==> src/rtl/adsr_envelope_generator_core_macros.svh <==
// Assertion macros shared by the envelope generator RTL.
`ifndef ADSR_ENVELOPE_GENERATOR_CORE_MACROS_SVH
`define ADSR_ENVELOPE_GENERATOR_CORE_MACROS_SVH

// Same-cycle implication on clk, masked during reset.
`define ADSR_EGC_ASSERT_IMP(name, ante, cons, msg) \
  name: assert property (@(posedge clk) disable iff (!rst_n) (ante) |-> (cons)) \
    else $error(msg);

// Next-cycle implication on clk, masked during reset.
`define ADSR_EGC_ASSERT_NXT(name, ante, cons, msg) \
  name: assert property (@(posedge clk) disable iff (!rst_n) (ante) |=> (cons)) \
    else $error(msg);

`endif

==> src/rtl/adsr_egc_pkg.sv <==
// Types, codes and constants of the envelope generator.
package adsr_egc_pkg;

  localparam int LEVEL_W     = 32;
  localparam int VEL_W       = 16;
  localparam int DUTY_W      = 12;
  localparam int DUTY_SHIFT  = 20;
  localparam int THR_W       = 17;
  localparam int STEEP_W     = 24;
  localparam int CFG_IDX_W   = 3;
  localparam int CFG_DATA_W  = 32;

  localparam int MUL_W       = 32;
  localparam int MUL_CNT_W   = $clog2(MUL_W);
  localparam int DIV_NUM_W   = 48;
  localparam int DIV_DEN_W   = 32;
  localparam int DIV_CNT_W   = $clog2(DIV_NUM_W);

  localparam logic [DUTY_W-1:0]  DUTY_MAX      = 12'hfff;
  localparam logic [LEVEL_W-1:0] PEAK_BIAS     = 32'hffffffff;
  localparam logic [LEVEL_W-1:0] SUS_RESET     = 32'hffffffff;
  localparam logic [LEVEL_W-1:0] RATIO_CAP     = 32'hffff0000;
  localparam int                 FRAC_ONE      = 65536;
  localparam int                 TARGET_DIV    = 5;
  localparam logic [VEL_W-1:0]   ANA_ON_LEVEL  = 16'd22527;
  localparam logic [VEL_W-1:0]   ANA_VEL_BASE  = 16'd24000;
  localparam logic [VEL_W-1:0]   ANA_OFF_LEVEL = 16'd16384;
  localparam int                 ANA_VEL_SPAN  = 20768;
  localparam logic [VEL_W-1:0]   VEL_MAX       = 16'hffff;

  typedef enum logic [1:0] {
    CMD_TICK     = 2'd0,
    CMD_GATE_ON  = 2'd1,
    CMD_GATE_OFF = 2'd2,
    CMD_ANALOG   = 2'd3
  } cmd_t;

  typedef enum logic [1:0] {
    PH_ATTACK   = 2'd0,
    PH_DECAY    = 2'd1,
    PH_RELEASED = 2'd2
  } phase_t;

  typedef enum logic [1:0] {
    TRG_NONE    = 2'd0,
    TRG_DIGITAL = 2'd1,
    TRG_ANALOG  = 2'd2,
    TRG_RELEASE = 2'd3
  } trig_t;

  typedef enum logic [CFG_IDX_W-1:0] {
    CFG_ATTACK  = 3'd0,
    CFG_DECAY   = 3'd1,
    CFG_RELEASE = 3'd2,
    CFG_SUSTAIN = 3'd3,
    CFG_THR     = 3'd4,
    CFG_STEEP   = 3'd5,
    CFG_MODE    = 3'd6
  } cfg_idx_t;

  typedef enum logic [4:0] {
    ST_IDLE,
    ST_VEL_WAIT,
    ST_TRG,
    ST_TRG_SQ,
    ST_TRG_SCALE,
    ST_TRG_DIV,
    ST_STEP,
    ST_ATK,
    ST_DEC_TGT,
    ST_DEC_THR,
    ST_DEC_CMP,
    ST_DEC_DIV,
    ST_DEC_FAC,
    ST_DEC_RAT,
    ST_DEC_STEP,
    ST_REL,
    ST_DONE
  } state_t;

endpackage

==> src/rtl/adsr_egc_if.sv <==
// Channel interfaces of the envelope generator: input, result and configuration.
interface adsr_egc_in_if;
  logic                             valid;
  logic                             ready;
  logic [1:0]                       cmd;
  logic [adsr_egc_pkg::VEL_W-1:0]   velocity;
  logic [adsr_egc_pkg::VEL_W-1:0]   adc_sample;
  modport source (output valid, cmd, velocity, adc_sample, input ready);
  modport sink (input valid, cmd, velocity, adc_sample, output ready);
endinterface

interface adsr_egc_out_if;
  logic                             valid;
  logic                             ready;
  logic [adsr_egc_pkg::DUTY_W-1:0]  pwm_duty;
  logic                             gate_indicator;
  logic [1:0]                       envelope_phase;
  modport source (output valid, pwm_duty, gate_indicator, envelope_phase, input ready);
  modport sink (input valid, pwm_duty, gate_indicator, envelope_phase, output ready);
endinterface

interface adsr_egc_cfg_if;
  logic                                 valid;
  logic                                 ready;
  logic [adsr_egc_pkg::CFG_IDX_W-1:0]   index;
  logic [adsr_egc_pkg::CFG_DATA_W-1:0]  data;
  modport source (output valid, index, data, input ready);
  modport sink (input valid, index, data, output ready);
endinterface

==> src/rtl/adsr_egc_mul.sv <==
// Bit-serial unsigned multiplier, one multiplier bit per cycle.
module adsr_egc_mul (
  input  logic                             clk,
  input  logic                             rst_n,
  input  logic                             start,
  input  logic [adsr_egc_pkg::MUL_W-1:0]   a,
  input  logic [adsr_egc_pkg::MUL_W-1:0]   b,
  output logic                             done,
  output logic [2*adsr_egc_pkg::MUL_W-1:0] prod
);

  logic                                 busy_r;
  logic                                 done_r;
  logic [adsr_egc_pkg::MUL_CNT_W-1:0]   cnt_r;
  logic [adsr_egc_pkg::MUL_W-1:0]       a_r;
  logic [2*adsr_egc_pkg::MUL_W-1:0]     p_r;
  logic [adsr_egc_pkg::MUL_W:0]         sum;
  logic                                 last;

  assign last = (cnt_r == adsr_egc_pkg::MUL_CNT_W'(adsr_egc_pkg::MUL_W - 1));

  // add the multiplicand into the upper half when the low bit is set
  assign sum = {1'b0, p_r[2*adsr_egc_pkg::MUL_W-1:adsr_egc_pkg::MUL_W]} +
               (p_r[0] ? {1'b0, a_r} : '0);

  always_ff @(posedge clk) begin
    if (!rst_n) begin
      busy_r <= 1'b0;
      done_r <= 1'b0;
      cnt_r  <= '0;
    end else begin
      done_r <= 1'b0;
      if (start) begin
        busy_r <= 1'b1;
        cnt_r  <= '0;
      end else if (busy_r) begin
        cnt_r <= cnt_r + adsr_egc_pkg::MUL_CNT_W'(1);
        if (last) begin
          busy_r <= 1'b0;
          done_r <= 1'b1;
        end
      end
    end
  end

  always_ff @(posedge clk) begin
    if (start) begin
      a_r <= a;
      p_r <= {{adsr_egc_pkg::MUL_W{1'b0}}, b};
    end else if (busy_r) begin
      p_r <= {sum, p_r[adsr_egc_pkg::MUL_W-1:1]};
    end
  end

  assign done = done_r;
  assign prod = p_r;

endmodule

==> src/rtl/adsr_egc_div.sv <==
// Restoring divider, one quotient bit per cycle.
module adsr_egc_div (
  input  logic                               clk,
  input  logic                               rst_n,
  input  logic                               start,
  input  logic [adsr_egc_pkg::DIV_NUM_W-1:0] num,
  input  logic [adsr_egc_pkg::DIV_DEN_W-1:0] den,
  output logic                               done,
  output logic [adsr_egc_pkg::DIV_NUM_W-1:0] quo
);

  logic                                 busy_r;
  logic                                 done_r;
  logic [adsr_egc_pkg::DIV_CNT_W-1:0]   cnt_r;
  logic [adsr_egc_pkg::DIV_DEN_W-1:0]   den_r;
  logic [adsr_egc_pkg::DIV_DEN_W-1:0]   rem_r;
  logic [adsr_egc_pkg::DIV_NUM_W-1:0]   q_r;
  logic [adsr_egc_pkg::DIV_DEN_W:0]     trial;
  logic [adsr_egc_pkg::DIV_DEN_W:0]     diff;
  logic                                 fits;
  logic                                 last;

  assign last  = (cnt_r == adsr_egc_pkg::DIV_CNT_W'(adsr_egc_pkg::DIV_NUM_W - 1));
  // shift the next dividend bit into the remainder and try a subtract
  assign trial = {rem_r, q_r[adsr_egc_pkg::DIV_NUM_W-1]};
  assign diff  = trial - {1'b0, den_r};
  assign fits  = (trial >= {1'b0, den_r});

  always_ff @(posedge clk) begin
    if (!rst_n) begin
      busy_r <= 1'b0;
      done_r <= 1'b0;
      cnt_r  <= '0;
    end else begin
      done_r <= 1'b0;
      if (start) begin
        busy_r <= 1'b1;
        cnt_r  <= '0;
      end else if (busy_r) begin
        cnt_r <= cnt_r + adsr_egc_pkg::DIV_CNT_W'(1);
        if (last) begin
          busy_r <= 1'b0;
          done_r <= 1'b1;
        end
      end
    end
  end

  always_ff @(posedge clk) begin
    if (start) begin
      den_r <= den;
      rem_r <= '0;
      q_r   <= num;
    end else if (busy_r) begin
      rem_r <= fits ? diff[adsr_egc_pkg::DIV_DEN_W-1:0]
                    : trial[adsr_egc_pkg::DIV_DEN_W-1:0];
      q_r   <= {q_r[adsr_egc_pkg::DIV_NUM_W-2:0], fits};
    end
  end

  assign done = done_r;
  assign quo  = q_r;

endmodule

==> src/rtl/adsr_envelope_generator_core.sv <==
// One envelope voice: gate commands queue a trigger, each tick reports the PWM duty and
// steps the attack, bent decay or release curve. Gate on, gate off and most analog samples
// use no arithmetic unit; an analog gate-on that carries a velocity goes through the
// 48-bit serial divider before the next item is taken. Every product goes through one
// shared bit-serial 32x32 multiplier and every quotient through one restoring divider. A
// finished result waits in the output register while the next item is taken.
`include "adsr_envelope_generator_core_macros.svh"

module adsr_envelope_generator_core (
  input  logic                  clk,
  input  logic                  rst_n,
  adsr_egc_in_if.sink           in_ch,
  adsr_egc_out_if.source        out_ch,
  adsr_egc_cfg_if.sink          cfg_ch
);

  // configuration
  logic [adsr_egc_pkg::LEVEL_W-1:0]  attack_r, decay_r, release_r, sus_r;
  logic [adsr_egc_pkg::THR_W-1:0]    thr_r;
  logic [adsr_egc_pkg::STEEP_W-1:0]  steep_r;
  logic                              mode_r;

  // envelope state
  adsr_egc_pkg::state_t              state_r, state_nxt;
  logic [adsr_egc_pkg::LEVEL_W-1:0]  now_r, now_nxt;
  logic [adsr_egc_pkg::LEVEL_W-1:0]  target_r, target_nxt;
  logic [adsr_egc_pkg::LEVEL_W-1:0]  peak_r, peak_nxt;
  adsr_egc_pkg::phase_t              phase_r, phase_nxt;
  adsr_egc_pkg::trig_t               pending_r, pending_nxt;
  logic [adsr_egc_pkg::VEL_W-1:0]    held_v_r, held_v_nxt;
  logic                              gate_on_r, gate_on_nxt;

  // per-tick scratch
  logic [adsr_egc_pkg::DUTY_W-1:0]   duty_r, duty_nxt;
  logic [adsr_egc_pkg::LEVEL_W-1:0]  dist_r, dist_nxt;
  logic [adsr_egc_pkg::LEVEL_W-1:0]  span_r, span_nxt;
  logic                              down_r, down_nxt;

  // result register
  logic                              out_valid_r, out_valid_nxt;
  logic [adsr_egc_pkg::DUTY_W-1:0]   out_duty_r, out_duty_nxt;
  logic                              out_gate_r, out_gate_nxt;
  logic [1:0]                        out_phase_r, out_phase_nxt;

  // shared arithmetic
  logic                                 mul_start, mul_done;
  logic [adsr_egc_pkg::MUL_W-1:0]       mul_a, mul_b;
  logic [2*adsr_egc_pkg::MUL_W-1:0]     mul_prod;
  logic                                 div_start, div_done;
  logic [adsr_egc_pkg::DIV_NUM_W-1:0]   div_num, div_quo;
  logic [adsr_egc_pkg::DIV_DEN_W-1:0]   div_den;

  // helpers
  logic                                 in_acc, out_fire, cfg_acc;
  adsr_egc_pkg::cmd_t                   in_cmd;
  logic [adsr_egc_pkg::VEL_W-1:0]       gate_lvl, vel_base;
  logic                                 ana_on, ana_vel_div, ana_off;
  logic [adsr_egc_pkg::LEVEL_W-1:0]     mul_hi, shifted;
  logic [adsr_egc_pkg::DUTY_W-1:0]      duty_sat;
  logic [36:0]                          sq_x31;
  logic [37:0]                          lvl_sum;
  logic [34:0]                          peak_x6;
  logic [adsr_egc_pkg::LEVEL_W:0]       atk_sum;
  logic [adsr_egc_pkg::LEVEL_W-1:0]     atk_gap;
  logic                                 dec_down;
  logic [adsr_egc_pkg::LEVEL_W-1:0]     dec_dist, dec_span;
  logic [adsr_egc_pkg::DIV_NUM_W-1:0]   dist_sh;
  logic                                 bend_go;
  logic [adsr_egc_pkg::THR_W-1:0]       excess;
  logic [25:0]                          factor;
  logic [41:0]                          rat_full;
  logic [adsr_egc_pkg::LEVEL_W-1:0]     ratio;
  logic [adsr_egc_pkg::VEL_W-1:0]       vel_q;

  adsr_egc_mul u_mul (
    .clk   (clk),
    .rst_n (rst_n),
    .start (mul_start),
    .a     (mul_a),
    .b     (mul_b),
    .done  (mul_done),
    .prod  (mul_prod)
  );

  adsr_egc_div u_div (
    .clk   (clk),
    .rst_n (rst_n),
    .start (div_start),
    .num   (div_num),
    .den   (div_den),
    .done  (div_done),
    .quo   (div_quo)
  );

  assign in_ch.ready           = (state_r == adsr_egc_pkg::ST_IDLE);
  assign in_acc                = in_ch.valid & in_ch.ready;
  assign in_cmd                = adsr_egc_pkg::cmd_t'(in_ch.cmd);
  assign cfg_ch.ready          = 1'b1;
  assign cfg_acc               = cfg_ch.valid & cfg_ch.ready;
  assign out_fire              = out_valid_r & out_ch.ready;
  assign out_ch.valid          = out_valid_r;
  assign out_ch.pwm_duty       = out_duty_r;
  assign out_ch.gate_indicator = out_gate_r;
  assign out_ch.envelope_phase = out_phase_r;

  // analog gate: the converter reads inverted, so the gate level is its complement
  assign gate_lvl    = ~in_ch.adc_sample;
  assign vel_base    = gate_lvl - adsr_egc_pkg::ANA_VEL_BASE;
  assign ana_on      = mode_r & ~gate_on_r & (gate_lvl > adsr_egc_pkg::ANA_ON_LEVEL);
  assign ana_vel_div = ana_on & (gate_lvl > adsr_egc_pkg::ANA_VEL_BASE);
  assign ana_off     = mode_r & gate_on_r & (gate_lvl < adsr_egc_pkg::ANA_OFF_LEVEL);
  assign vel_q       = (div_quo > adsr_egc_pkg::DIV_NUM_W'(adsr_egc_pkg::VEL_MAX))
                       ? adsr_egc_pkg::VEL_MAX : div_quo[adsr_egc_pkg::VEL_W-1:0];

  assign mul_hi   = mul_prod[2*adsr_egc_pkg::MUL_W-1:adsr_egc_pkg::MUL_W];
  assign shifted  = now_r >> adsr_egc_pkg::DUTY_SHIFT;
  assign duty_sat = (shifted > adsr_egc_pkg::LEVEL_W'(adsr_egc_pkg::DUTY_MAX))
                    ? adsr_egc_pkg::DUTY_MAX : shifted[adsr_egc_pkg::DUTY_W-1:0];

  // digital peak: (v*v*31 + bias) >> 6, with x31 as x32 minus x
  assign sq_x31  = {mul_prod[31:0], 5'b0} - {5'b0, mul_prod[31:0]};
  assign lvl_sum = {1'b0, sq_x31} + {6'b0, adsr_egc_pkg::PEAK_BIAS};
  assign peak_x6 = {1'b0, peak_r, 2'b0} + {2'b0, peak_r, 1'b0};

  assign atk_gap = (target_r > now_r) ? (target_r - now_r) : '0;
  assign atk_sum = {1'b0, now_r} + {1'b0, mul_hi};

  assign dec_down = (mul_hi <= now_r);
  assign dec_dist = dec_down ? (now_r - mul_hi) : (mul_hi - now_r);
  assign dec_span = dec_down ? ((peak_r >= mul_hi) ? (peak_r - mul_hi) : '0) : mul_hi;

  assign dist_sh  = {dist_r, 16'b0};
  assign bend_go  = (span_r != '0) && ({16'b0, dist_sh} > mul_prod);
  assign excess   = div_quo[adsr_egc_pkg::THR_W-1:0] - thr_r;
  assign factor   = 26'(adsr_egc_pkg::FRAC_ONE) + {1'b0, mul_prod[40:16]};
  assign rat_full = mul_prod[57:16];
  assign ratio    = (rat_full > {10'b0, adsr_egc_pkg::RATIO_CAP})
                    ? adsr_egc_pkg::RATIO_CAP : rat_full[31:0];

  // next state
  always_comb begin
    state_nxt = state_r;
    case (state_r)
      adsr_egc_pkg::ST_IDLE: begin
        if (in_acc) begin
          case (in_cmd)
            adsr_egc_pkg::CMD_TICK:   state_nxt = adsr_egc_pkg::ST_TRG;
            adsr_egc_pkg::CMD_ANALOG: begin
              if (ana_vel_div) state_nxt = adsr_egc_pkg::ST_VEL_WAIT;
            end
            default: state_nxt = adsr_egc_pkg::ST_IDLE;
          endcase
        end
      end
      adsr_egc_pkg::ST_VEL_WAIT: if (div_done) state_nxt = adsr_egc_pkg::ST_IDLE;
      adsr_egc_pkg::ST_TRG: begin
        case (pending_r)
          adsr_egc_pkg::TRG_DIGITAL: state_nxt = adsr_egc_pkg::ST_TRG_SQ;
          adsr_egc_pkg::TRG_ANALOG:  state_nxt = adsr_egc_pkg::ST_TRG_SCALE;
          default:                   state_nxt = adsr_egc_pkg::ST_STEP;
        endcase
      end
      adsr_egc_pkg::ST_TRG_SQ:    if (mul_done) state_nxt = adsr_egc_pkg::ST_TRG_SCALE;
      adsr_egc_pkg::ST_TRG_SCALE: state_nxt = adsr_egc_pkg::ST_TRG_DIV;
      adsr_egc_pkg::ST_TRG_DIV:   if (div_done) state_nxt = adsr_egc_pkg::ST_STEP;
      adsr_egc_pkg::ST_STEP: begin
        case (phase_r)
          adsr_egc_pkg::PH_ATTACK: state_nxt = adsr_egc_pkg::ST_ATK;
          adsr_egc_pkg::PH_DECAY:  state_nxt = adsr_egc_pkg::ST_DEC_TGT;
          default:                 state_nxt = adsr_egc_pkg::ST_REL;
        endcase
      end
      adsr_egc_pkg::ST_ATK:     if (mul_done) state_nxt = adsr_egc_pkg::ST_DONE;
      adsr_egc_pkg::ST_DEC_TGT: if (mul_done) state_nxt = adsr_egc_pkg::ST_DEC_THR;
      adsr_egc_pkg::ST_DEC_THR: state_nxt = adsr_egc_pkg::ST_DEC_CMP;
      adsr_egc_pkg::ST_DEC_CMP: begin
        if (mul_done) begin
          state_nxt = bend_go ? adsr_egc_pkg::ST_DEC_DIV : adsr_egc_pkg::ST_DEC_STEP;
        end
      end
      adsr_egc_pkg::ST_DEC_DIV:  if (div_done) state_nxt = adsr_egc_pkg::ST_DEC_FAC;
      adsr_egc_pkg::ST_DEC_FAC:  if (mul_done) state_nxt = adsr_egc_pkg::ST_DEC_RAT;
      adsr_egc_pkg::ST_DEC_RAT:  if (mul_done) state_nxt = adsr_egc_pkg::ST_DEC_STEP;
      adsr_egc_pkg::ST_DEC_STEP: if (mul_done) state_nxt = adsr_egc_pkg::ST_DONE;
      adsr_egc_pkg::ST_REL:      if (mul_done) state_nxt = adsr_egc_pkg::ST_DONE;
      adsr_egc_pkg::ST_DONE: begin
        if (!out_valid_r || out_ch.ready) state_nxt = adsr_egc_pkg::ST_IDLE;
      end
      default: state_nxt = adsr_egc_pkg::ST_IDLE;
    endcase
  end

  // datapath and unit control
  always_comb begin
    now_nxt       = now_r;
    target_nxt    = target_r;
    peak_nxt      = peak_r;
    phase_nxt     = phase_r;
    pending_nxt   = pending_r;
    held_v_nxt    = held_v_r;
    gate_on_nxt   = gate_on_r;
    duty_nxt      = duty_r;
    dist_nxt      = dist_r;
    span_nxt      = span_r;
    down_nxt      = down_r;
    out_valid_nxt = out_valid_r & ~out_fire;
    out_duty_nxt  = out_duty_r;
    out_gate_nxt  = out_gate_r;
    out_phase_nxt = out_phase_r;
    mul_start     = 1'b0;
    mul_a         = '0;
    mul_b         = '0;
    div_start     = 1'b0;
    div_num       = '0;
    div_den       = '0;
    case (state_r)
      adsr_egc_pkg::ST_IDLE: begin
        if (in_acc) begin
          case (in_cmd)
            adsr_egc_pkg::CMD_TICK: duty_nxt = duty_sat;
            adsr_egc_pkg::CMD_GATE_ON: begin
              if (!mode_r) begin
                held_v_nxt  = in_ch.velocity;
                pending_nxt = adsr_egc_pkg::TRG_DIGITAL;
                gate_on_nxt = 1'b1;
              end
            end
            adsr_egc_pkg::CMD_GATE_OFF: begin
              if (!mode_r) begin
                pending_nxt = adsr_egc_pkg::TRG_RELEASE;
                gate_on_nxt = 1'b0;
              end
            end
            adsr_egc_pkg::CMD_ANALOG: begin
              if (ana_on) begin
                held_v_nxt  = '0;
                pending_nxt = adsr_egc_pkg::TRG_ANALOG;
                gate_on_nxt = 1'b1;
                // velocity = (level - base) * 32768 / span
                div_start   = ana_vel_div;
                div_num     = {17'b0, vel_base, 15'b0};
                div_den     = adsr_egc_pkg::DIV_DEN_W'(adsr_egc_pkg::ANA_VEL_SPAN);
              end else if (ana_off) begin
                pending_nxt = adsr_egc_pkg::TRG_RELEASE;
                gate_on_nxt = 1'b0;
              end
            end
            default: duty_nxt = duty_r;
          endcase
        end
      end
      adsr_egc_pkg::ST_VEL_WAIT: if (div_done) held_v_nxt = vel_q;
      adsr_egc_pkg::ST_TRG: begin
        case (pending_r)
          adsr_egc_pkg::TRG_DIGITAL: begin
            mul_start = 1'b1;
            mul_a     = {16'b0, held_v_r};
            mul_b     = {16'b0, held_v_r};
          end
          adsr_egc_pkg::TRG_ANALOG: peak_nxt = {1'b0, held_v_r, 15'b0};
          adsr_egc_pkg::TRG_RELEASE: begin
            target_nxt  = '0;
            phase_nxt   = adsr_egc_pkg::PH_RELEASED;
            pending_nxt = adsr_egc_pkg::TRG_NONE;
          end
          default: pending_nxt = adsr_egc_pkg::TRG_NONE;
        endcase
      end
      adsr_egc_pkg::ST_TRG_SQ: if (mul_done) peak_nxt = lvl_sum[37:6];
      adsr_egc_pkg::ST_TRG_SCALE: begin
        // attack target is 1.2 x peak
        div_start = 1'b1;
        div_num   = {13'b0, peak_x6};
        div_den   = adsr_egc_pkg::DIV_DEN_W'(adsr_egc_pkg::TARGET_DIV);
      end
      adsr_egc_pkg::ST_TRG_DIV: begin
        if (div_done) begin
          target_nxt  = div_quo[adsr_egc_pkg::LEVEL_W-1:0];
          phase_nxt   = adsr_egc_pkg::PH_ATTACK;
          pending_nxt = adsr_egc_pkg::TRG_NONE;
        end
      end
      adsr_egc_pkg::ST_STEP: begin
        mul_start = 1'b1;
        case (phase_r)
          adsr_egc_pkg::PH_ATTACK: begin
            mul_a = atk_gap;
            mul_b = attack_r;
          end
          adsr_egc_pkg::PH_DECAY: begin
            mul_a = peak_r;
            mul_b = sus_r;
          end
          default: begin
            mul_a = now_r;
            mul_b = release_r;
          end
        endcase
      end
      adsr_egc_pkg::ST_ATK: begin
        if (mul_done) begin
          // snap to the peak once reached
          if (atk_sum >= {1'b0, peak_r}) begin
            now_nxt   = peak_r;
            phase_nxt = adsr_egc_pkg::PH_DECAY;
          end else begin
            now_nxt = atk_sum[adsr_egc_pkg::LEVEL_W-1:0];
          end
        end
      end
      adsr_egc_pkg::ST_DEC_TGT: begin
        if (mul_done) begin
          target_nxt = mul_hi;
          dist_nxt   = dec_dist;
          span_nxt   = dec_span;
          down_nxt   = dec_down;
        end
      end
      adsr_egc_pkg::ST_DEC_THR: begin
        mul_start = 1'b1;
        mul_a     = span_r;
        mul_b     = {15'b0, thr_r};
      end
      adsr_egc_pkg::ST_DEC_CMP: begin
        if (mul_done) begin
          if (bend_go) begin
            div_start = 1'b1;
            div_num   = dist_sh;
            div_den   = span_r;
          end else begin
            mul_start = 1'b1;
            mul_a     = dist_r;
            mul_b     = decay_r;
          end
        end
      end
      adsr_egc_pkg::ST_DEC_DIV: begin
        if (div_done) begin
          mul_start = 1'b1;
          mul_a     = {15'b0, excess};
          mul_b     = {8'b0, steep_r};
        end
      end
      adsr_egc_pkg::ST_DEC_FAC: begin
        if (mul_done) begin
          mul_start = 1'b1;
          mul_a     = decay_r;
          mul_b     = {6'b0, factor};
        end
      end
      adsr_egc_pkg::ST_DEC_RAT: begin
        if (mul_done) begin
          mul_start = 1'b1;
          mul_a     = dist_r;
          mul_b     = ratio;
        end
      end
      adsr_egc_pkg::ST_DEC_STEP: begin
        if (mul_done) now_nxt = down_r ? (now_r - mul_hi) : (now_r + mul_hi);
      end
      adsr_egc_pkg::ST_REL: if (mul_done) now_nxt = now_r - mul_hi;
      adsr_egc_pkg::ST_DONE: begin
        if (!out_valid_r || out_ch.ready) begin
          out_valid_nxt = 1'b1;
          out_duty_nxt  = duty_r;
          out_gate_nxt  = (phase_r != adsr_egc_pkg::PH_RELEASED);
          out_phase_nxt = phase_r;
        end
      end
      default: out_valid_nxt = out_valid_r & ~out_fire;
    endcase
  end

  always_ff @(posedge clk) begin
    if (!rst_n) begin
      state_r     <= adsr_egc_pkg::ST_IDLE;
      now_r       <= '0;
      target_r    <= '0;
      peak_r      <= '0;
      phase_r     <= adsr_egc_pkg::PH_RELEASED;
      pending_r   <= adsr_egc_pkg::TRG_RELEASE;
      held_v_r    <= '0;
      gate_on_r   <= 1'b0;
      out_valid_r <= 1'b0;
    end else begin
      state_r     <= state_nxt;
      now_r       <= now_nxt;
      target_r    <= target_nxt;
      peak_r      <= peak_nxt;
      phase_r     <= phase_nxt;
      pending_r   <= pending_nxt;
      held_v_r    <= held_v_nxt;
      gate_on_r   <= gate_on_nxt;
      out_valid_r <= out_valid_nxt;
    end
  end

  always_ff @(posedge clk) begin
    duty_r      <= duty_nxt;
    dist_r      <= dist_nxt;
    span_r      <= span_nxt;
    down_r      <= down_nxt;
    out_duty_r  <= out_duty_nxt;
    out_gate_r  <= out_gate_nxt;
    out_phase_r <= out_phase_nxt;
  end

  always_ff @(posedge clk) begin
    if (!rst_n) begin
      attack_r  <= '0;
      decay_r   <= '0;
      release_r <= '0;
      sus_r     <= adsr_egc_pkg::SUS_RESET;
      thr_r     <= '0;
      steep_r   <= '0;
      mode_r    <= 1'b0;
    end else if (cfg_acc) begin
      case (adsr_egc_pkg::cfg_idx_t'(cfg_ch.index))
        adsr_egc_pkg::CFG_ATTACK:  attack_r  <= cfg_ch.data;
        adsr_egc_pkg::CFG_DECAY:   decay_r   <= cfg_ch.data;
        adsr_egc_pkg::CFG_RELEASE: release_r <= cfg_ch.data;
        adsr_egc_pkg::CFG_SUSTAIN: sus_r     <= cfg_ch.data;
        adsr_egc_pkg::CFG_THR:     thr_r     <= cfg_ch.data[adsr_egc_pkg::THR_W-1:0];
        adsr_egc_pkg::CFG_STEEP:   steep_r   <= cfg_ch.data[adsr_egc_pkg::STEEP_W-1:0];
        adsr_egc_pkg::CFG_MODE:    mode_r    <= cfg_ch.data[0];
        default:                   mode_r    <= mode_r;
      endcase
    end
  end

  `ADSR_EGC_ASSERT_NXT(a_tick_starts_trigger,
    in_acc && in_cmd == adsr_egc_pkg::CMD_TICK, state_r == adsr_egc_pkg::ST_TRG,
    "tick item did not enter trigger handling")
  `ADSR_EGC_ASSERT_IMP(a_trigger_consumed,
    state_r == adsr_egc_pkg::ST_STEP, pending_r == adsr_egc_pkg::TRG_NONE,
    "pending trigger left before curve step")
  `ADSR_EGC_ASSERT_IMP(a_decay_bounded,
    state_r == adsr_egc_pkg::ST_STEP && phase_r == adsr_egc_pkg::PH_DECAY, now_r <= peak_r,
    "decay level above peak")
  `ADSR_EGC_ASSERT_IMP(a_result_from_done,
    $rose(out_valid_r), $past(state_r) == adsr_egc_pkg::ST_DONE,
    "result loaded outside completion")
  `ADSR_EGC_ASSERT_IMP(a_div_owner,
    div_done, state_r == adsr_egc_pkg::ST_VEL_WAIT || state_r == adsr_egc_pkg::ST_TRG_DIV
      || state_r == adsr_egc_pkg::ST_DEC_DIV,
    "divider result with no consumer")

endmodule
==> src/flat_wrapper.sv <==
// flat-port wrapper written by rule: the top's interface ports become plain ports
module adsr_envelope_generator_core_flat 
  (clk, rst_n, in_ch_valid, in_ch_cmd, in_ch_velocity, in_ch_adc_sample, in_ch_ready, out_ch_valid, out_ch_pwm_duty, out_ch_gate_indicator, out_ch_envelope_phase, out_ch_ready, cfg_ch_valid, cfg_ch_index, cfg_ch_data, cfg_ch_ready);
  adsr_egc_in_if in_ch_i ();
  adsr_egc_out_if out_ch_i ();
  adsr_egc_cfg_if cfg_ch_i ();
  input  logic clk;
  input  logic rst_n;
  input wire logic [$bits(in_ch_i.valid)-1:0] in_ch_valid;
  input wire logic [$bits(in_ch_i.cmd)-1:0] in_ch_cmd;
  input wire logic [$bits(in_ch_i.velocity)-1:0] in_ch_velocity;
  input wire logic [$bits(in_ch_i.adc_sample)-1:0] in_ch_adc_sample;
  output wire logic [$bits(in_ch_i.ready)-1:0] in_ch_ready;
  output wire logic [$bits(out_ch_i.valid)-1:0] out_ch_valid;
  output wire logic [$bits(out_ch_i.pwm_duty)-1:0] out_ch_pwm_duty;
  output wire logic [$bits(out_ch_i.gate_indicator)-1:0] out_ch_gate_indicator;
  output wire logic [$bits(out_ch_i.envelope_phase)-1:0] out_ch_envelope_phase;
  input wire logic [$bits(out_ch_i.ready)-1:0] out_ch_ready;
  input wire logic [$bits(cfg_ch_i.valid)-1:0] cfg_ch_valid;
  input wire logic [$bits(cfg_ch_i.index)-1:0] cfg_ch_index;
  input wire logic [$bits(cfg_ch_i.data)-1:0] cfg_ch_data;
  output wire logic [$bits(cfg_ch_i.ready)-1:0] cfg_ch_ready;
  assign in_ch_i.valid = in_ch_valid;
  assign in_ch_i.cmd = in_ch_cmd;
  assign in_ch_i.velocity = in_ch_velocity;
  assign in_ch_i.adc_sample = in_ch_adc_sample;
  assign in_ch_ready = in_ch_i.ready;
  assign out_ch_valid = out_ch_i.valid;
  assign out_ch_pwm_duty = out_ch_i.pwm_duty;
  assign out_ch_gate_indicator = out_ch_i.gate_indicator;
  assign out_ch_envelope_phase = out_ch_i.envelope_phase;
  assign out_ch_i.ready = out_ch_ready;
  assign cfg_ch_i.valid = cfg_ch_valid;
  assign cfg_ch_i.index = cfg_ch_index;
  assign cfg_ch_i.data = cfg_ch_data;
  assign cfg_ch_ready = cfg_ch_i.ready;
  adsr_envelope_generator_core u_core (.clk(clk), .rst_n(rst_n), .in_ch(in_ch_i), .out_ch(out_ch_i), .cfg_ch(cfg_ch_i));
endmodule
==> config.mk <==
export PLATFORM = sky130hd
export DESIGN_NAME = adsr_envelope_generator_core_flat
export DESIGN_NICKNAME = d
export VERILOG_FILES = /design/src/rtl/adsr_egc_pkg.sv /design/src/rtl/adsr_egc_if.sv /design/src/rtl/adsr_egc_mul.sv /design/src/rtl/adsr_egc_div.sv /design/src/rtl/adsr_envelope_generator_core.sv /design/src/flat_wrapper.sv
export VERILOG_INCLUDE_DIRS = /design/src /design/src/rtl
export SDC_FILE = /design/constraint.sdc
export NUM_CORES = 2
export LEC_CHECK = 0
export ABC_AREA = 1
export ABC_CLOCK_PERIOD_IN_PS = 8700
export BUFFER_PORTS_ARGS = -buffer_cell sky130_fd_sc_hd__buf_2
export CAP_MARGIN = 30
export CORE_MARGIN = 2
export CORE_UTILIZATION = 30
export CTS_CLUSTER_SIZE = 20
export DETAILED_ROUTE_END_ITERATION = 16
export MAX_ROUTING_LAYER = met4
export PLACE_DENSITY_LB_ADDON = 0.08
export SYNTH_ARGS = -nofsm -noshare
export SYNTH_HDL_FRONTEND = slang
export SYNTH_SLANG_ARGS = --single-unit
==> constraint.sdc <==
create_clock -name clk -period 8.7 [get_ports clk]
set_input_delay 0.87 -clock clk [delete_from_list [all_inputs] [get_ports clk]]
set_output_delay 0.87 -clock clk [all_outputs]
set_load 0.01 [all_outputs]
# Yosys cells after proc, flatten, opt, wreduce, memory -nomap -nowiden
# Cells that the tools add are included.
# totals
regBits	608
in_bits	74
out_inout_bits	18
elab_cells	295
# op_classes
addsub	16
n_lt_le_gt_ge	12
eq_ne	60
mux	115
bitwise	14
reduce_logical	43
# ops
operator	n
$mux 32	30
$pmux 32 s7	2
$mux 48	6
$pmux 32 s3	3
$pmux 32 s2	3
$sub 32x32->32	5
$pmux 48 s3	1
$mux 16	6
$pmux 5 s15	1
$add 32x32->33	2
$ge 33x32->1	2
$gt 48x64->1	1
$pmux 16 s2	2
$mux 5	12
$gt 48x16->1 const B	1
$gt 42x32->1 const B	1
$eq 5x4->1 const B	8
$add 37x32->38 const B	1
$sub 37x32->37	1
$ne 2x2->1 const B	18
$add 34x33->35	1
$add 32x32->32	1
$ge 32x32->1	1
$gt 16x15->1 const B	2
58 further kinds	149

# Logic depth before layout (Yosys ltp)
# depth
depth_word	9
depth_mapped	33
mapped_depth_nobuf	31

# Cells and area by module
# Synthesis repeated with hierarchy kept, for this count alone.
# unflattened
hier_cells	7723
hier_area_um2	50387.1
# modules_own_cells
module	n_inst	cells_each	area_each_um2	seq_area_each_um2
adsr_envelope_generator_core	1	5743	36433.7	8628.3
adsr_egc_div	1	1067	7599.8	3203.1
adsr_egc_mul	1	913	6353.6	2702.6

# Worst setup path after synthesis
# Ideal clock, no wire load.
# synth_timing
kind	register to register
from	reg u_core.state_r[3]
to	reg u_core.dist_r[0] (netlist name) (enable)
setup_ns	0.489
arrival_ns	3.904
t_required_ns	8.211
setup_slack_ns	4.307
stages_incl_launch_ff	7
n_path_buf	1
period_less_slack_ns	4.393
cell_sequence	dfxtp_1 inv_1 or2_2 nor2_2 nand2_1 clkbuf_1 nor2_1
# synth_via
elab_chain_len	2
# synth_lines
element	line_no	text
start: declaration	adsr_envelope_generator_core.sv:24	adsr_egc_pkg::state_t state_r, state_nxt;
start signal: assignment	adsr_envelope_generator_core.sv:376	state_r <= adsr_egc_pkg::ST_IDLE;
start signal: assignment	adsr_envelope_generator_core.sv:386	state_r <= state_nxt;
$eq 5x4->1	adsr_envelope_generator_core.sv:216	case (state_r)
$reduce_and 2->1 (no source line)	n/a	
end signal: assignment	adsr_envelope_generator_core.sv:400	dist_r <= dist_nxt;
end: declaration	adsr_envelope_generator_core.sv:35	logic [adsr_egc_pkg::LEVEL_W-1:0] dist_r, dist_nxt;
# Every way passes these cells.
# A chain may end at the register's enable or synchronous reset.

# Worst setup path in the final report
# layout_timing
from	reg u_core.u_mul.p_r, in the netlist u_core.u_mul.prod[39]
to	reg u_core.u_div.q_r, in the netlist u_core.u_div.quo[15] (enable)
# layout_via
elab_chain_len	6
# layout_lines
element	line_no	text
start: declaration	adsr_egc_mul.sv:16	logic [2*adsr_egc_pkg::MUL_W-1:0] p_r;
start signal: assignment	adsr_egc_mul.sv:49	p_r <= {{adsr_egc_pkg::MUL_W{1'b0}}, b};
start signal: assignment	adsr_egc_mul.sv:51	p_r <= {sum, p_r[adsr_egc_pkg::MUL_W-1:1]};
$gt 48x64->1	adsr_envelope_generator_core.sv:133	assign bend_go = (span_r != '0) && ({16'b0, dist_sh} > mul_prod);
$logic_and 1x1->1	adsr_envelope_generator_core.sv:133	
$mux 1	adsr_envelope_generator_core.sv:326	if (bend_go) begin
$mux 1	adsr_envelope_generator_core.sv:325	if (mul_done) begin
$pmux 1 s3	adsr_envelope_generator_core.sv:216	
$reduce_bool 2->1 (no source line)	n/a	
end signal: assignment	adsr_egc_div.sv:53	q_r <= num;
end signal: assignment	adsr_egc_div.sv:57	q_r <= {q_r[adsr_egc_pkg::DIV_NUM_W-2:0], fits};
end: declaration	adsr_egc_div.sv:17	logic [adsr_egc_pkg::DIV_NUM_W-1:0] q_r;
# Every way passes these cells.

==> key figures <==
Clock tree
  • Clk slew on worst S/H paths: 60 ps
  • Worst-skew pair later-pin latency: between 700 and 800 ps
  • Clock Sink Count: 608
  • Num CTS Buffers: 80
  • Root Buffer: clkbuf_16
  • Cts repair resizes: 0
  • Number of H-tree levels: 3
  • # Post-CTS Setup Buffers: 0
  • CTS Buffer Depth: 3
  • CTS Hold Bufs: 0
  • CTS tree: built

Floorplanning
  • # IOs: 92
  • Initial core utilization: 0.302
  • DIE AREA: approximately 160000 µm²
  • Rows: about 150
  • Die Y: 406 µm
  • Die X: a little over 400 µm
  • Core Area: 161000 µm²

Synth
  • Post-synthesis cell area: 48500 µm²
  • Top-count cell post-synth: nand2_1
  • Synth area leader: dfxtp_1
  • Yosys warnings: 0
  • Yosys top cell area share: 0.154
  • Async set-reset flop share out of synthesis: 0
  • Post-Synthesis Net Count: between 7000 and 8000
  • Netlist cell types: 71
  • Dominant cells by area after synthesis: dfxtp_1 (15%), edfxtp_1 (15%), nand2_1 (11%), ha_1 (9.6%), inv_1 (6.7%)
  • Gate Count Post-Synth: 7144
  • Number of synthesized flops with an enable pin: between 200 and 250
  • FF+latch count, synth: just over 600
  • Synth top cells by count: nand2_1 (1426), inv_1 (866), nor2_1 (860)
  • Main synth FF type: dfxtp_1
  • Post-synthesis area per instance: just under 7 µm²
  • Seq/Total Area, Yosys: 0.300

Timing
  • Fin Clk Skew: between 60 and 70 ps
  • Final slew viol count: 0
  • RSZ-0062 raised after global routing: false
  • TNS Setup: 0 ps
  • Slew @ Worst Pin: around 1000 ps
  • Final hold violation count: 0
  • Setup violators final: 0
  • Fmax: approximately 160 MHz
  • Slew Limit Headroom: 0.300
  • Minimum clock period: 6210 ps
  • Final hold slack: 406 ps
  • Final period utilization: 0.714

Detailed routing
  • Antenna-violating nets left: 0
  • DRC errors left: 0
  • DR pass1 iterations: 6
  • Vias per cell: roughly 5.5
  • Routed WL: 269000 µm
  • Initial DRC count: roughly 5400
  • WL/cell: 28.6 µm
  • Via count: between 50000 and 60000

Worst setup path
  • Most frequent CP cell: buf_4
  • WP buf/inv: 4
  • Crit-path max FO: 68
  • Worst reg2reg path endpoint: u_core.u_div.quo[15]
  • Top delay family on crit path: simple AND/OR/NAND/NOR gates
  • CP max stage delay: around 890 ps
  • Worst Path Arrival: 6560 ps
  • CP Capture Type: flop
  • CP max stage cell: nor4_1
  • Reg2reg path depth: 13
  • Worst setup SP type: flop
  • Worst setup path class: flop to flop
  • Req. time, crit path: 9050 ps
  • CP Cell Sequence: inv_1 > ha_1 > nand2_1 > nor4_1 > a21boi_1 > o21a_1 > nor2_1 > nand3_2 > buf_4 > nand2_4 > inv_2 > nand2_2 > buf_4
  • RR Startpoint: u_core.u_mul.prod[39]
  • Reg2reg setup slack: around 2500 ps

Placement
  • Placed inst area: just over 50000 µm²
  • Dpl hpwl: about 220000 µm
  • I/O Buffers: 90
  • Final GP Congestion: between 0.9 and 1

Global routing
  • Grt peak-use layer: met2
  • Met1 GRT Util: 0.450
  • Met3 Use GR: 0.0413
  • Met2 Resource Use GR: 0.504
  • GR Util All Layers: 0.328
  • Initial antenna violation count: 14
  • First-pass GRT wire length: ~370000 µm
  • Vias in the first global route: 48716
  • Total global routing overflow: 0
  • Largest net degree at the start of global routing: 80

Power and ir drop
  • Power Dens Cells: approximately 250 nW/µm²
  • Peak supply drop: between 200 and 250 µV
  • Leakage power: between 20 and 25 nW

Finish
  • Final Net Count: approximately 7600
  • FF+latch area: between 10000 and 15000 µm²
  • Layout area overhead: 11.9%
  • FILL cells: approximately 18000
  • Layout cells sized above 1: 0.0723
  • Design area: ~54000 µm²
  • Multi-input gate area: around 29000 µm²

Worst hold path
  • Hold EP: u_core.sus_r[30]
  • Min-delay src: cfg_ch_data[30]
  • Worst min path class: input port to flop
  • Hold Path Depth: 3

Status
  • Status: finished clean

Job
  • # Max-Cap Violations: 0
[per-stage QoR]
step                       util  std cells  worst slack [ps]  power, mW
final                     0.338       9387              2490       13.4
after global routing      0.337       9383              2370       14.0
after CTS                 0.337       9381              2770       13.3
after detailed placement  0.320       9232              2820       9.66
after global placement    0.319       9226              2850       9.73
after floorplan               -       7144              4310       7.16
[cell families after synthesis]
| group | Yosys count | share of synthesized area |
|---|---|---|
| and+or+nand+nor | 3137 | 0.279 |
| AOI/OAI and AO/OA | 1634 | 0.188 |
| buffers and inverters | 1173 | 0.0942 |
| DFF | 608 | 0.300 |
| adders and majority gates | 381 | 0.0998 |
| xor gates and xnor gates | 207 | 0.0376 |
| muxes | 3 | 0.000620 |
| other | 1 | 0.0000774 |
[how the worst max path moves through the flow]
stage | startpoint | end | slack (ps) | cells past startpoint
finish | u_core.u_mul.prod[39] | u_core.u_div.quo[15] | 2490 | 13
global route | u_core.u_mul.prod[39] | u_core.u_div.quo[15] | 2370 | 13
CTS | u_core.u_mul.prod[39] | u_core.u_div.quo[17] | 2770 | 13
detailed placement | u_core.u_mul.prod[39] | u_core.u_div.quo[16] | 2820 | 13
global placement | u_core.u_mul.prod[39] | u_core.u_div.quo[16] | 2850 | 13
floorplan | u_core.state_r[3] | u_core.dist_r[0] | 4310 | 6
[state kept, by name, summed over array words and instances, names as in the netlist, 16 cells and up]
name and flops:
u_core.u_div.rem_r 32, u_core.attack_r 32, u_core.u_div.den_r 32, u_core.sus_r 32, u_core.thr_r 17, u_core.peak_r 32, u_core.release_r 32, u_core.dist_r 32
u_core.held_v_r 16, u_core.target_r 32, u_core.span_r 32, u_core.now_r 32, u_core.u_mul.prod 64, u_core.steep_r 24, u_core.decay_r 32, u_core.u_div.quo 48
u_core.u_mul.a_r 32
[metal layers]
layer,up-vias,part of all wire
li1,23980,-
met1,25209,0.46
met2,1913,0.44
met3,287,0.065
met4,0,0.033
met5,-,0
[power breakdown]
group | switching [mW] | leakage, nW | internal, mW
combinational | 4.63 | 17.9 | 1.65
clock | 1.55 | 1.33 | 2.03
sequential | 0.259 | 5.14 | 3.27
total | 6.44 | 24.4 | 6.95
[worst min-delay path, stage by stage]
cell and delay [ps]:
buf_2 130, nand2_1 60, nand3_1 60
[cells in the final DEF (no fill, tap or decap), types with 17 or more instances in the layout]
master / netlist / layout
o22ai_1: 105 / 105
xnor2_1: 65 / 65
nor2_1: 860 / 850
nand3b_1: 41 / 41
o21a_1: 32 / 32
buf_2: 59 / 89
nand2_2: 49 / 50
a31oi_1: 56 / 56
ha_1: 372 / 372
a221oi_1: 37 / 37
or2_2: 26 / 26
dfxtp_1: 372 / 370
o211ai_1: 40 / 40
inv_2: 31 / 33
nor3_1: 61 / 60
o21ai_0: 599 / 599
buf_4: 11 / 102
nor4_1: 45 / 44
nand4_1: 110 / 110
nor2_4: 12 / 17
nor2_2: 27 / 32
o21bai_1: 26 / 26
o21ai_1: 23 / 23
edfxtp_1: 236 / 236
nand3_1: 443 / 443
a21o_1: 26 / 26
a21oi_1: 601 / 601
clkbuf_1: 186 / 23
a211oi_1: 21 / 21
xor2_1: 141 / 141
clkbuf_16: 0 / 82
inv_1: 866 / 865
nand2_1: 1426 / 1424
[cell type report]
cell class,count,area share
flip-flops and latches,608,0.268
well taps,2160,0.0499
multi-input cells,5363,0.543
repair buffers,198,0.0250
clock inverters,34,0.00919
diodes,6,0.000277
inverters,903,0.0626
clock buffers,115,0.0420
Power figures use the tool's default switching activity.
